--- config.mk ---
export PLATFORM = sky130hd
export DESIGN_NAME = bfod_ram
export DESIGN_NICKNAME = d
export VERILOG_FILES = /design/src/hw/rtl/bfod_ram.sv
export SDC_FILE = /design/constraint.sdc
export NUM_CORES = 1
export LEC_CHECK = 0
export ABC_AREA = 1
export BUFFER_PORTS_ARGS = -buffer_cell sky130_fd_sc_hd__buf_2
export CELL_PAD_IN_SITES_DETAIL_PLACEMENT = 0
export CELL_PAD_IN_SITES_GLOBAL_PLACEMENT = 2
export CORE_MARGIN = 3
export CORE_UTILIZATION = 25
export CTS_CLUSTER_DIAMETER = 100
export DETAILED_ROUTE_END_ITERATION = 12
export GPL_ROUTABILITY_DRIVEN = 0
export PLACE_DENSITY_LB_ADDON = 0.1
export REMOVE_ABC_BUFFERS = 1
export SLEW_MARGIN = 25
export SYNTH_ARGS = -nofsm -noshare
export SYNTH_HDL_FRONTEND = slang
export SYNTH_SLANG_ARGS = --single-unit
--- constraint.sdc ---
create_clock -name clk -period 5.8 [get_ports clk]
set_input_delay 1.16 -clock clk [delete_from_list [all_inputs] [get_ports clk]]
set_output_delay 1.16 -clock clk [all_outputs]
set_load 0.03 [all_outputs]
--- src/hw/rtl/bfod_ram.sv ---
// ----------------------------------------------------------------------------
// bfod_ram
// Generic single-port-write, single-port-read RAM with registered read.
// ----------------------------------------------------------------------------
module bfod_ram #(
  parameter int WIDTH = 16,
  parameter int DEPTH = 64,
  parameter int ADDR_W = 6
) (
  input  logic              clk,
  input  logic              we,
  input  logic [ADDR_W-1:0] waddr,
  input  logic [WIDTH-1:0]  wdata,
  input  logic [ADDR_W-1:0] raddr,
  output logic [WIDTH-1:0]  rdata
);
  logic [WIDTH-1:0] mem [DEPTH];

  always_ff @(posedge clk) begin
    if (we) mem[waddr] <= wdata;
    rdata <= mem[raddr];
  end
endmodule

==> results.toml <==
[run_status]
outcome = "finished, final reports clean"

[clock_tree]
post_cts_resized = 0
cts_setup_buffers = 0
clock_latency_ps = 770
cts_sinks = 1040
clkTransAtPathRegs_ps = 50
cts_tree = "built"
cts_buffers = 132
htree_levels = 4
clock_path_buffers = 3
cts-root-buf = "clkbuf_16"
cts_hold_buf = 0

[floorplan]
die_y_um = 416
fp.dieW_um = 416
die_area_mm2 = 0.173
ioPinCount = 46
coreArea_mm2 = 0.166
num_rows = 149
initial_core_util_pct = 25.3

[yosys]
synth.top_cell.area_share_pct = 73.0
synth_top_cell_by_area = "edfxtp_1"
syn_inst = 3517
syn_avg_cell_area_um2 = 12.0
syn_area_mm2 = 0.0421
synth_most_common_cell = "nand2_1"
yosys-top-cells-area = "edfxtp_1, nand2_1, nand3_1"
synth_flop_cell = "edfxtp_1"
synth_edf_count = 1024
async_reset_ff_share_pct = 0
synth_seq_cells = 1040
ys_seq_area_share_pct = 73.8
synthTopCellsByCount = "nand2_1, edfxtp_1, nand3_1"
synth.distinct_cells = 16
synth_warnings = 0

[grt]
grt_usage_pct = 17.9
grt_pass1_vias = 26800
grt_pass1_wl_um = 219000
gr-total-overflow = 0
grt_max_degree = 118
antenna_found_initial = 15

[setup_path]
crit_chain = "buf_8 -> inv_16 -> buf_12 -> buf_4 -> nand2_1 -> nand3_1 -> nand3_1 -> nand2_1 -> nand2_1 -> nand3_1 -> nand3_1 -> nand2_1"
critical-path-max-stage-delay_ps = 500
reg2reg_depth = 8
crit_fanout = 90
critPathLaunchType = "input port"
regToRegSetupSlack_ps = 4110
crit_path_end_kind = "flop"
worst_path_max_delay_cell = "buf_8"
worstSetupStartpoint = "raddr[0]"
r2r_start = "mem[15][3]"
crit_type = "in2reg"
critPathRequiredTime_ps = 6410
worstReg2RegEnd = "rdata[3]"
arrival_ps = 3860

[timing]
relSlewSlack_pct = 28.2
setup_violations = 0
slew_violations = 0
finalCritPeriodShare_pct = 56.0
clock.fmax_ghz = 0.308
rsz0062_at_grt = "false"
hold_viol_final = 0
timing.hold.ws_ps = 752
finalCriticalPeriod_ps = 3250
finalClockSkew_ps = 28.3
worst_pin_slew_ps = 1070
setup_tns_ps = 0

[drt]
drcViolationCount = 0
num_vias = 27200
wl_per_cell_um = 26.7
dr.first_iter.drc_count = 2419
first_pass_iters = 5
ant_nets = 0
routed_wirelength_um = 157000
vias_per_cell = 4.64

[hold_path]
min_path_type = "in2reg"
holdPathEnd = "mem[30][2]"
hp-start = "wdata[2]"
hold_depth = 1

[placed_design]
place_inst = 5623
port-buffer-count = 45
hpwlAfterDp_um = 89500

[power_and_ir_drop]
p_leak_uw = 0.0171
peakVddDrop_uv = 314
p_total_uw = 17300
power_density_mw_per_mm2 = 354

[finish]
fin_nets = 3598
fin_cells = 5867
fillCellCount = 16800
drive_above_1_share_pct = 9.71
synthToLayoutAreaGrowth_pct = 16.1

[run]
maxCapViolCount = 0
[report_power, final]
group	internal, uW	total [uW]	switching [uW]	leakage [uW]
clock network	4530	7780	3250	0.00196
logic	236	1160	923	0.00577
registers	8320	8350	24.9	0.00935
[state kept, by name, summed over array words and instances, names as in the netlist]
name / count
rdata: 16
mem: 1024
[cells in the final DEF, fill, tap and decap left out, drive strengths merged]
cell type  Yosys  layout
nor2          56      56
clkinv         0      58
nor4           8       8
edfxtp      1024    1024
buf          199     142
diode          0      10
nand3        871     871
bufinv         0       6
nand4          9       9
clkinvlp       0       3
inv           12      15
nand2       1296    1296
clkbuf        26     164
dfxtp         16      16
[how the worst max path moves through the flow]
stage,slack [ps],to,cells after the start
after global routing,2460,rdata[3],12
final,2550,rdata[3],12
after global placement,1720,rdata[3],11
after floorplan,1920,rdata[6],8
after CTS,2520,rdata[6],11
after detailed placement,1700,rdata[6],11
[cell families (layout without fill, tap and decap cells)]
group / Yosys count / after routing / synth area share (%)
and+or+nand+nor: 2240 / 2240 / 22.7
buffers and inverters: 237 / 388 / 3.54
other: 0 / 10 / 0
DFF: 1040 / 1040 / 73.8
[metal layers]
metal	vias up	global-route usage, %	part of all wire (%)
met2	635	28.6	47
li1	12500	-	-
met4	0	5.57	2.7
met1	13900	24.9	46
met5	-	0	0
met3	175	2.70	4.2
[through the flow]
stage	util [%]	area [um^2]	worst slack, ps
floorplan	-	40700	1920
global placement	26.9	44700	1720
detailed placement	27.0	44800	1700
CTS	29.4	48800	2520
global route	29.4	48900	2460
finish	29.4	48900	2550
[cell type report]
| cell class | instances | area (um^2) | share of cell area (%) |
|---|---|---|---|
| repair buffers | 142 | 1170 | 2.39 |
| diodes | 10 | 25.0 | 0.0512 |
| flip-flops and latches | 1040 | 31100 | 63.5 |
| clock buffers | 164 | 3490 | 7.13 |
| inverters | 12 | 75.1 | 0.154 |
| clock inverters | 70 | 553 | 1.13 |
| multi-input cells | 2240 | 9780 | 20.0 |
| well taps | 2189 | 2740 | 5.60 |
[worst max-delay path, delay by kind of cell]
kind | cells | cell delay, ps
buf+inv | 4 | 1420
simple gates | 8 | 970
No activity file was read; power rests on OpenSTA's default activity.
