**config.mk**
```make
export PLATFORM = sky130hd
export DESIGN_NAME = bfod_divider
export DESIGN_NICKNAME = d
export VERILOG_FILES = /design/src/hw/rtl/bfod_pkg.sv /design/src/hw/rtl/bfod_divider.sv
export SDC_FILE = /design/constraint.sdc
export NUM_CORES = 1
export LEC_CHECK = 0
export ABC_AREA = 1
export ABC_CLOCK_PERIOD_IN_PS = 4150
export BUFFER_PORTS_ARGS = -buffer_cell sky130_fd_sc_hd__buf_2
export CAP_MARGIN = 20
export CORE_UTILIZATION = 53
export DETAILED_ROUTE_END_ITERATION = 6
export PLACE_DENSITY = 0.79
export SLEW_MARGIN = 20
export SYNTH_ARGS = -nofsm -noshare
export SYNTH_HDL_FRONTEND = slang
export SYNTH_SLANG_ARGS = --single-unit
```
**constraint.sdc**
```tcl
create_clock -name clk -period 4.15 [get_ports clk]
set_input_delay 0.2075 -clock clk [delete_from_list [all_inputs] [get_ports clk]]
set_output_delay 0.2075 -clock clk [all_outputs]
set_load 0.01 [all_outputs]
```
**src/hw/rtl/bfod_pkg.sv**
```systemverilog
// ----------------------------------------------------------------------------
// bfod_pkg
// Shared constants, types and elaboration helpers of the onset detector.
// ----------------------------------------------------------------------------
package bfod_pkg;

  localparam int NUM_BANDS_DEF      = 64;
  localparam int CONTEXT_FRAMES_DEF = 2;

  localparam int ENERGY_W = 16;
  localparam int RATIO_W  = 16;
  localparam int THR_W    = 16;
  localparam int SIL_W    = 22;
  localparam int CFG_IDX_W = 1;
  localparam int CFG_W    = 22;
  localparam int FRAMES_W = 5;
  localparam int FLUX_W   = 40;
  localparam int ESUM_W   = 24;
  localparam int QUO_W    = 17;

  localparam logic [CFG_IDX_W-1:0] REG_THRESHOLD = 1'b0;
  localparam logic [CFG_IDX_W-1:0] REG_SILENCE   = 1'b1;

  localparam logic [FRAMES_W-1:0] FRAMES_MAX = 5'd31;
  localparam logic [RATIO_W-1:0]  RATIO_MAX  = 16'hFFFF;

  typedef struct packed {
    logic [RATIO_W-1:0] onset_strength;
    logic               last_of_run;
  } result_t;

  // lcm(1..c) for the supported context range
  function automatic int weight_scale_f(input int c);
    int l;
    unique case (c)
      0, 1:    l = 1;
      2:       l = 2;
      3:       l = 6;
      4:       l = 12;
      5, 6:    l = 60;
      7:       l = 420;
      default: l = 840;
    endcase
    return l;
  endfunction

  function automatic int ratio_div_f(input int c);
    int sq;
    sq = 0;
    for (int i = 1; i <= 8; i++) begin
      if (i <= c) sq = sq + i * i;
    end
    return (c == 0) ? 1 : weight_scale_f(c) * 2 * sq;
  endfunction

  function automatic int clog2_f(input int v);
    int r;
    r = 0;
    for (int k = 0; k < 31; k++) begin
      if ((1 << r) < v) r = r + 1;
    end
    return (r == 0) ? 1 : r;
  endfunction

endpackage

```
**src/hw/rtl/bfod_divider.sv**
```systemverilog
// ----------------------------------------------------------------------------
// bfod_divider
// Radix-2 restoring divider, one quotient bit per cycle, saturating result.
// ----------------------------------------------------------------------------
module bfod_divider
  import bfod_pkg::*;
#(
  parameter int NUM_W = 56,
  parameter int DEN_W = 32
) (
  input  logic             clk,
  input  logic             rst,
  input  logic             start,
  input  logic [NUM_W-1:0] num,
  input  logic [DEN_W-1:0] den,
  output logic             done,
  output logic [RATIO_W-1:0] quo
);
  localparam int CNT_W = clog2_f(NUM_W + 1);

  logic [NUM_W-1:0] q;
  logic [DEN_W:0]   rem;
  logic [DEN_W-1:0] d;
  logic [CNT_W-1:0] cnt;
  logic             busy;
  logic [DEN_W:0]   trial;
  logic [DEN_W:0]   diff;

  assign trial = {rem[DEN_W-1:0], q[NUM_W-1]};
  assign diff  = trial - {1'b0, d};

  always_ff @(posedge clk) begin
    if (rst) begin
      busy <= 1'b0;
      done <= 1'b0;
      cnt  <= '0;
    end else begin
      done <= 1'b0;
      if (start) begin
        busy <= 1'b1;
        q    <= num;
        rem  <= '0;
        d    <= den;
        cnt  <= CNT_W'(NUM_W);
      end else if (busy) begin
        if (!diff[DEN_W]) begin
          rem <= diff;
          q   <= {q[NUM_W-2:0], 1'b1};
        end else begin
          rem <= trial;
          q   <= {q[NUM_W-2:0], 1'b0};
        end
        cnt <= cnt - 1'b1;
        if (cnt == CNT_W'(1)) begin
          busy <= 1'b0;
          done <= 1'b1;
        end
      end
    end
  end

  // quotient bits above the ratio width force saturation
  always_comb begin
    if (q[NUM_W-1:RATIO_W] != '0) quo = RATIO_MAX;
    else quo = q[RATIO_W-1:0];
  end
endmodule

```
==> impl_metrics.ini, run 1 <==
[run_status]
outcome = finished, final reports clean

[pwr]
power_leakage_uw = 0.00502
power_frac_clock = 0.357
pwr-share-seq = 0.369
power_switching_uw = 1510
p_per_area_mw_per_mm2 = 461
pwr-share-comb = 0.274
peakVddDrop_mv = 0.323
swShare = 0.335
intPower_uw = 2990

[final_layout]
filler_cell_count = 1312
drive_gt1_frac = 0.132
postLayoutCellArea_mm2 = 0.00976
area_growth_pct = 19.6
diodes = 0
mostFrequentLayoutCell = nand2_1
layout.nets = 1365
regArea_mm2 = 0.00376
final_cell_mix = nand2_1, inv_1, edfxtp_1
multi_input_area_mm2 = 0.00355

[yosys]
synth_top_area_frac = 0.442
syn-cell-area_mm2 = 0.00816
synth-main-ff-cell = edfxtp_1
ys_seq_elements = 128
synth_seq_area_share = 0.461
yosysTopAreaCell = edfxtp_1
syn_inst = 1101
avgSynthCellArea_um2 = 7.41
syn_nets = 1227
yosysWarnings = 0
async_reset_ff_frac = 0
synth_area_leaders = edfxtp_1, nand2_1, inv_1
synth_cell_type_count = 34
synth-edff-count = 120

[clocking]
clk_pin_slew_ns = 0.07
tritoncts = built
htreeDepth = 4
root_buffer = clkbuf_16
post-cts-setup-buffers = 0
cts_buffers = 17
clock_latency_ns = 0.43
cts.sinks = 128
cts_max_path_buffers = 2

[timing]
clock.fmax_mhz = 365
tightest_slew_ns = 0.995
setup_viol = 0
drv_slew = 0
whs_ns = 0.0389
tns_ns = 0
finalClockSkew_ns = 0.0152
fin_crit_ns = 2.74
fin_crit_sh = 0.660
hold_violations = 0
slew_headroom = 0.333
rsz0062_at_grt = no

[drt]
drt_wl_total_mm = 18.2
drtIter0Drc = 458
dr.pass1.iters = 5
vias = 7058
wl_per_cell_um = 12.7
antenna_left = 0
viasPerCell = 4.92
drcViolationCount = 0

[floorplan]
initial_core_util = 0.553
die_w_um = 126
core-area_mm2 = 0.0148
pin_count = 108
die_h_um = 126
rows = 44
dieArea_mm2 = 0.0159

[worst_setup_path]
slowest_delay_ns = 0.42
critPathRequiredTime_ns = 4.32
worstSetupPathType = reg2reg
crit_family = simple AND/OR/NAND/NOR gates
cpMostUsedCell = nand2_2
crit_chain = inv_1 > ha_1 > fa_1 > inv_1 > nand2_1 > nand2_1 > nand3_2 > nand2_2 > nand2_2 > nand2_2 > nand2_2 > nand2_2 > nand2_1 > nand2_2 > nand2_1 > nand2_1 > nor2_2
cp_num_buf_inv = 2
end_kind = flop
cp-start-kind = flop
crit_path_max_fanout = 30
cp_slowest_cell = nand2_2
arrival_ns = 2.91

[global_routing]
grt_util_all_layers = 0.249
grt_pass1_wl_mm = 31.7
grt_overflow = 0
grt_antenna_before_repair = 0
grt_max_degree = 89
grt_pass1_vias = 7123

[place]
dp_hpwl_mm = 12.9
dpl_cell_area_mm2 = 0.00882
gp_congestion = 0.937
io_buffers = 107

[flow_run]
drv_cap = 0

[worst_hold_path]
hold_class = in2reg
## layout make-up
class | count | share of cell area
Clock inverter | 15 | 0.0202
Sequential cell | 128 | 0.385
Timing Repair Buffer | 142 | 0.0900
Clock buffer | 17 | 0.0436
Inverter | 191 | 0.0734
Tap cell | 184 | 0.0236
Multi-Input combinational cell | 759 | 0.364
## what timing repair did
item                                   in CTS  in global routing
resized for setup                           0                  0
hold buffers                               32                  0
endpoints found under the hold margin      32                  0
## worst paths after layout
check / cells after the start / endpoint / startpoint / slack (ns)
max reg2reg: 17 / rem[15] / q[55] / 1.41
min reg2reg: 2 / cnt[1] / cnt[1] / 0.50
min: 2 / cnt[4] / rst / 0.04
max: 17 / rem[15] / q[55] / 1.41
## power groups by stage
stage | clock network, uW | registers, uW | logic (uW)
CTS | 1620 | 1660 | 1230
detailed placement | 0 | 1680 | 1200
floorplan | 0 | 1670 | 962
global route | 1670 | 1680 | 1430
finish | 1600 | 1660 | 1230
global placement | 0 | 1680 | 1180
## metal layers
layer | up-vias | global-route usage | wire [um]
met1 | 3096 | 0.308 | 8270
met3 | 41 | 0.0650 | 1260
met2 | 226 | 0.410 | 8170
li1 | 3695 | - | -
met5 | - | 0 | 0
met4 | 0 | 0.115 | 524
## synthesized netlist by cell type, types with 10 or more instances
master,count
edfxtp_1,120
inv_1,191
o21ai_0,22
nand3_1,28
nand2_2,11
ha_1,34
nor2_1,107
xor2_1,14
a21oi_1,21
nor4_1,10
nand2_1,465
clkbuf_1,11
## logic make-up (layout without fill, tap and decap cells)
| kind of cell | after synthesis | after routing | share of synthesized area |
|---|---|---|---|
| AOI/OAI and AO/OA | 51 | 51 | 0.0345 |
| xor gates and xnor gates | 16 | 16 | 0.0172 |
| adders and majority gates | 35 | 35 | 0.0546 |
| buffers and inverters | 214 | 365 | 0.107 |
| DFF | 128 | 128 | 0.461 |
| and+or+nand+nor | 657 | 657 | 0.326 |
## through the flow
stage	util	cells	power, uW	worst slack, ns
2_1_floorplan	-	1101	2630	0.612
3_3_place_gp	0.597	1372	2860	1.53
3_5_place_dp	0.598	1372	2890	1.39
4_1_cts	0.662	1436	4510	1.38
5_1_grt	0.662	1436	4780	1.03
6_report	0.662	1436	4500	1.41
## state kept, by name (all words and copies together) (netlist names)
register / flops
busy: 1
done: 1
d: 32
cnt: 6
rem: 32
q: 56
No activity file was read; power rests on OpenSTA's default activity.
==> inputs of run 2 (changes only) <==
--- a/config.mk
+++ b/config.mk
@@ -5,13 +5,13 @@
 export SDC_FILE = /design/constraint.sdc
 export NUM_CORES = 1
 export LEC_CHECK = 0
-export ABC_AREA = 1
-export ABC_CLOCK_PERIOD_IN_PS = 4150
+export ABC_AREA = 0
+export ABC_CLOCK_PERIOD_IN_PS = 2600
 export BUFFER_PORTS_ARGS = -buffer_cell sky130_fd_sc_hd__buf_2
 export CAP_MARGIN = 20
-export CORE_UTILIZATION = 53
+export CORE_UTILIZATION = 58
 export DETAILED_ROUTE_END_ITERATION = 6
-export PLACE_DENSITY = 0.79
+export PLACE_DENSITY = 0.83
 export SLEW_MARGIN = 20
 export SYNTH_ARGS = -nofsm -noshare
 export SYNTH_HDL_FRONTEND = slang
==> constraint.sdc (replaced) <==
create_clock -name clk -period 2.6 [get_ports clk]
set_input_delay 0.13 -clock clk [delete_from_list [all_inputs] [get_ports clk]]
set_output_delay 0.13 -clock clk [all_outputs]
set_load 0.01 [all_outputs]
==> run 2 against run 1 <==
Net effect: maximum frequency down 12%; non-clock buffer count rose by 124; highest routed layer unchanged; largest cell class unchanged; the flow now finishes with violations (setup timing); synthesized cell count fell by 45%; via count down 17%.
==> impl_metrics.ini, run 2 <==
[drt]
met2_length_mm = 9.66
antenna_left = 0
drcViolationCount = 0
wl_met1_mm = 7.39
viasPerCell = 5.66
drt_wl_total_mm = 18.6
dr.pass1.iters = 6
drtIter0Drc = 402
wl_met3_mm = 1.11
wl_per_cell_um = 18.1
vias = 5832
top_layer_used = met4

[yosys]
synth_top_area_frac = 0.504
async_reset_ff_frac = 0
ys_seq_elements = 128
synth_most_common_cell = edfxtp_1
yosysTopAreaCell = edfxtp_1
synth_area_leaders = edfxtp_1, mux2_2, ha_1
syn-cell-area_mm2 = 0.00715
synth_seq_area_share = 0.526
yosysWarnings = 0
synth_cell_type_count = 53
synth-edff-count = 120
synth-main-ff-cell = edfxtp_1
avgSynthCellArea_um2 = 11.7
syn_nets = 735
yosys-top-cells-count = edfxtp_1, nor2_1, mux2_2
syn_inst = 609

[global_routing]
grt_pass1_wl_mm = 29.0
grt_overflow = 0
grt_util_all_layers = 0.299
grt_pass1_vias = 6097
grt_max_degree = 73
grt_antenna_before_repair = 0

[timing]
tightest_slew_ns = 0.676
fin_crit_sh = 1.20
clock.fmax_mhz = 321
hold_violations = 0
fin_crit_ns = 3.11
drv_slew = 0
finalClockSkew_ns = 0.00868
slew_headroom = 0.549
setup_viol = 33
setup_ws_ns = -0.512
whs_ns = 0.00504
rsz0062_at_grt = yes

[floorplan]
pin_count = 108
core-area_mm2 = 0.0120
initial_core_util = 0.595
dieArea_mm2 = 0.0128
die_w_um = 113
die_h_um = 113
rows = 40

[clocking]
cts.sinks = 128
root_buffer = clkbuf_16
clk_pin_slew_ns = 0.06
cts_max_path_buffers = 2
cts_buffers = 17
htreeDepth = 4
tritoncts = built
clock_latency_ns = 0.43

[pwr]
peakVddDrop_mv = 0.642
power_leakage_uw = 0.00409
p_per_area_mw_per_mm2 = 668
report.power.total_uw = 6600

[final_layout]
area_growth_pct = 38.3
largest_registers = q x56, d x32, rem x32
filler_cell_count = 669
finalCoreUtilization = 0.823
final_cell_mix = edfxtp_1, buf_2, buf_4
drive_gt1_frac = 0.368
diodes = 0
postLayoutCellArea_mm2 = 0.00989
mostFrequentLayoutCell = edfxtp_1
layout.nets = 996
regMostFlops = q
largest_reg_flops = 56

[flow_run]
drv_cap = 0

[worst_hold_path]
hold_class = in2reg

[worst_setup_path]
cp-start-kind = flop
end_kind = flop
worstSetupPathType = reg2reg
arrival_ns = 3.27
critPathRequiredTime_ns = 2.76
crit_path_max_fanout = 8

[run_status]
outcome = finished, violations left
violations = setup timing

[place]
dpl_cell_area_mm2 = 0.00861
gp_congestion = 0.862
pre_cts_slack_ns = -0.452
io_buffers = 107
dp_hpwl_mm = 11.4
run 2: path summary, 6_finish.rpt:
check | start | to | slack (ns) | depth (start not counted)
setup reg to reg | rem[13] | rem[16] | -0.51 | 12
hold reg to reg | cnt[1] | cnt[1] | 0.53 | 2
setup / recovery | rem[13] | rem[16] | -0.51 | 12
hold / removal | num[16] | q[16] | 0.005 | 2
run 2: per-layer routing:
layer	vias up	GRT usage
met1	2817	0.337
met2	220	0.534
met5	-	0
met3	37	0.0803
li1	2758	-
met4	0	0.123
run 2: through the flow:
stage	setup TNS, ns	instances
CTS	-12.55	1021
detailed placement	-11.93	933
finish	-14.71	1030
global placement	-9.97	933
global route	-17.51	1030
floorplan	-7.41	609
run 2: layout make-up:
cell class	count	area [um2]	area share
Timing Repair Buffer	266	1950	0.197
Clock inverter	14	116	0.0118
Sequential cell	128	3760	0.381
Inverter	41	154	0.0156
Tap cell	147	184	0.0186
Clock buffer	18	429	0.0434
Multi-Input combinational cell	416	3290	0.333
run 2: logic make-up after synthesis:
family / synth area share
AOI/OAI and AO/OA: 0.0952
DFF: 0.526
xor gates and xnor gates: 0.0416
buffers and inverters: 0.0385
and+or+nand+nor: 0.113
adders and majority gates: 0.0623
muxes: 0.123
run 2: critical path, stage by stage (launching register included):
cell and delay (ns):
edfxtp_1 0.44, ha_4 0.32, nand2_1 0.06, o211a_1 0.23, or3_1 0.36, a21o_1 0.19
and3_4 0.16, o21a_1 0.19, a311oi_4 0.26, buf_6 0.19, buf_12 0.15, mux2i_2 0.23
nor2_1 0.07
run 2: timing repair:
item / 4_1_cts / 5_1_grt
buffers inserted: 0 / 6
pin swaps: 0 / 10
resized for setup: 1 / 17
cloned: 0 / 3
endpoints found under the setup margin: 33 / 33
endpoints found under the hold margin: 56 / 0
hold buffers: 56 / 0
run 2: power by group:
part	switching, uW	internal, uW	leakage [uW]	total (uW)
registers	93.7	2460	0.00121	2560
clock network	939	1310	0.000255	2240
logic	862	943	0.00262	1800
total	1890	4710	0.00409	6600
==> inputs of run 3 (changes only) <==
--- a/config.mk
+++ b/config.mk
@@ -8,9 +8,9 @@
 export ABC_AREA = 0
 export ABC_CLOCK_PERIOD_IN_PS = 2600
 export BUFFER_PORTS_ARGS = -buffer_cell sky130_fd_sc_hd__buf_2
-export CAP_MARGIN = 20
 export CORE_UTILIZATION = 58
 export DETAILED_ROUTE_END_ITERATION = 6
+export MAX_ROUTING_LAYER = met4
 export PLACE_DENSITY = 0.83
 export SLEW_MARGIN = 20
 export SYNTH_ARGS = -nofsm -noshare
==> run 3 against run 2 <==
Net effect: the flow still finishes with violations (setup timing); flip-flop and latch count unchanged; die area did not move; setup slack improved by 0.022 ns; cell area grew 0.90%; non-clock buffer count did not move; global-route usage increased by 1.5 points; count of clock-buffer cells in the layout rose by 3; critical endpoint is now rem[20].
==> impl_metrics.ini, run 3 (synthesis gave the netlist of run 2 again) <==
[timing]
finalClockSkew_ns = 0.0100
drv_slew = 0
tightest_slew_ns = 0.664
rsz0062_at_grt = yes
clock.fmax_mhz = 324
setup_ws_ns = -0.490
fin_crit_ns = 3.09
tns_ns = -14.05
hold_violations = 0
slew_headroom = 0.557
fin_crit_sh = 1.19
setup_viol = 33

[final_layout]
layout.nets = 996
largest_reg_flops = 56
area_growth_pct = 39.5
regMostFlops = q
largest_registers = q x56, d x32, rem x32
mostFrequentLayoutCell = edfxtp_1
final_cell_mix = edfxtp_1, buf_2, buf_4
drive_gt1_frac = 0.363
diodes = 0

[run_status]
violations = setup timing
outcome = finished, violations left

[global_routing]
grt_pass1_vias = 6119
grt_overflow = 0
grt_max_degree = 73
grt_antenna_before_repair = 0
grt_util_all_layers = 0.313
grt_pass1_wl_mm = 29.5

[pwr]
peakVddDrop_mv = 0.593
p_per_area_mw_per_mm2 = 705
power_leakage_uw = 0.00414

[worst_setup_path]
crit_path_max_fanout = 8
cp-start-kind = flop
critPathRequiredTime_ns = 2.76
worstSetupStartpoint = rem[14]
worstSetupPathType = reg2reg
crit-reg2reg-launch = rem[14]
reg2regPathDepth = 13
arrival_ns = 3.25
end_kind = flop

[drt]
wl_per_cell_um = 18.0
dr.pass1.iters = 5
drt_wl_total_mm = 18.6
drcViolationCount = 0
vias = 5736
viasPerCell = 5.57
drtIter0Drc = 324
antenna_left = 0

[clocking]
root_buffer = clkbuf_16
htreeDepth = 4
cts_buffers = 17
cts_max_path_buffers = 2
clk_pin_slew_ns = 0.06
tritoncts = built
clock_latency_ns = 0.43
cts.sinks = 128

[floorplan]
dieArea_mm2 = 0.0128
pin_count = 108
die_w_um = 113
core-area_mm2 = 0.0120
die_h_um = 113
initial_core_util = 0.595
rows = 40

[flow_run]
drv_cap = 0

[place]
gp_congestion = 0.881
pre_cts_slack_ns = -0.482
dp_hpwl_mm = 11.6
io_buffers = 107

[worst_hold_path]
min_path_cells = 2
worstHoldStart = num[28]
hold_class = in2reg
run 3: cell count changes in the layout (fill, tap and decap cells not counted), sizes merged:
| cell | change |
|---|---|
| inv | -1 |
| bufinv | +5 |
| clkinv | -5 |
| dlygate4sd3 | +1 |
| clkbuf | +1 |
| clkinvlp | -3 |
| buf | +1 |
run 3: final timing paths:
kind / to / slack (ns)
max: rem[20] / -0.49
min: q[28] / 0.01
max reg2reg: rem[20] / -0.49
min reg2reg: cnt[1] / 0.53
run 3: repair_timing:
action,in CTS,in global routing
pin swaps,5,7
gates cloned,1,0
setup buffers,7,2
endpoints found under the setup margin,33,33
gates resized for setup,10,6
hold buffers,57,0
endpoints found under the hold margin,57,0
run 3: area by class of cell:
class | count | area (um2)
Clock buffer | 21 | 440
Clock inverter | 10 | 209
Fill cell | 651 | 2030
Inverter | 41 | 154
Multi-Input combinational cell | 416 | 3280
Sequential cell | 128 | 3760
Tap cell | 147 | 184
Timing Repair Buffer | 266 | 1950
run 3: power by group:
| group | leakage (uW) | internal (uW) | switching [uW] |
|---|---|---|---|
| sequential | 0.00121 | 2460 | 95.4 |
| combinational | 0.00262 | 942 | 854 |
| clock | 0.000309 | 1790 | 892 |
| total | 0.00414 | 5200 | 1840 |
run 3: routing by layer:
layer / routed length (um) / vias up / global-route usage
met5: 0 / - / -
met2: 9500 / 205 / 0.533
li1: - / 2757 / -
met4: 539 / 0 / 0.139
met3: 1130 / 58 / 0.0750
met1: 7400 / 2716 / 0.352
run 3: per-stage QoR:
stage | hold slack, ns | cell area (um2) | std cells | total power [uW] | util
2_1_floorplan | 0.229 | 7260 | 609 | 3590 | -
3_3_place_gp | 0.306 | 8580 | 931 | 4060 | 0.715
3_5_place_dp | 0.308 | 8580 | 931 | 4130 | 0.715
4_1_cts | 0.000129 | 9930 | 1027 | 6970 | 0.827
5_1_grt | 0.00578 | 9980 | 1029 | 7290 | 0.831
6_report | 0.0120 | 9980 | 1029 | 7040 | 0.831
run 3: critical path, cell delays in order, from the launching register on:
cell and delay (ns):
edfxtp_1 0.43, ha_4 0.32, nand2_2 0.07, o211a_1 0.24, or3_4 0.37, a21o_1 0.17, and3_4 0.16, o21a_1 0.20
a311oi_4 0.23, buf_6 0.18, buf_12 0.11, buf_16 0.12, mux2i_1 0.19, nor2_1 0.06
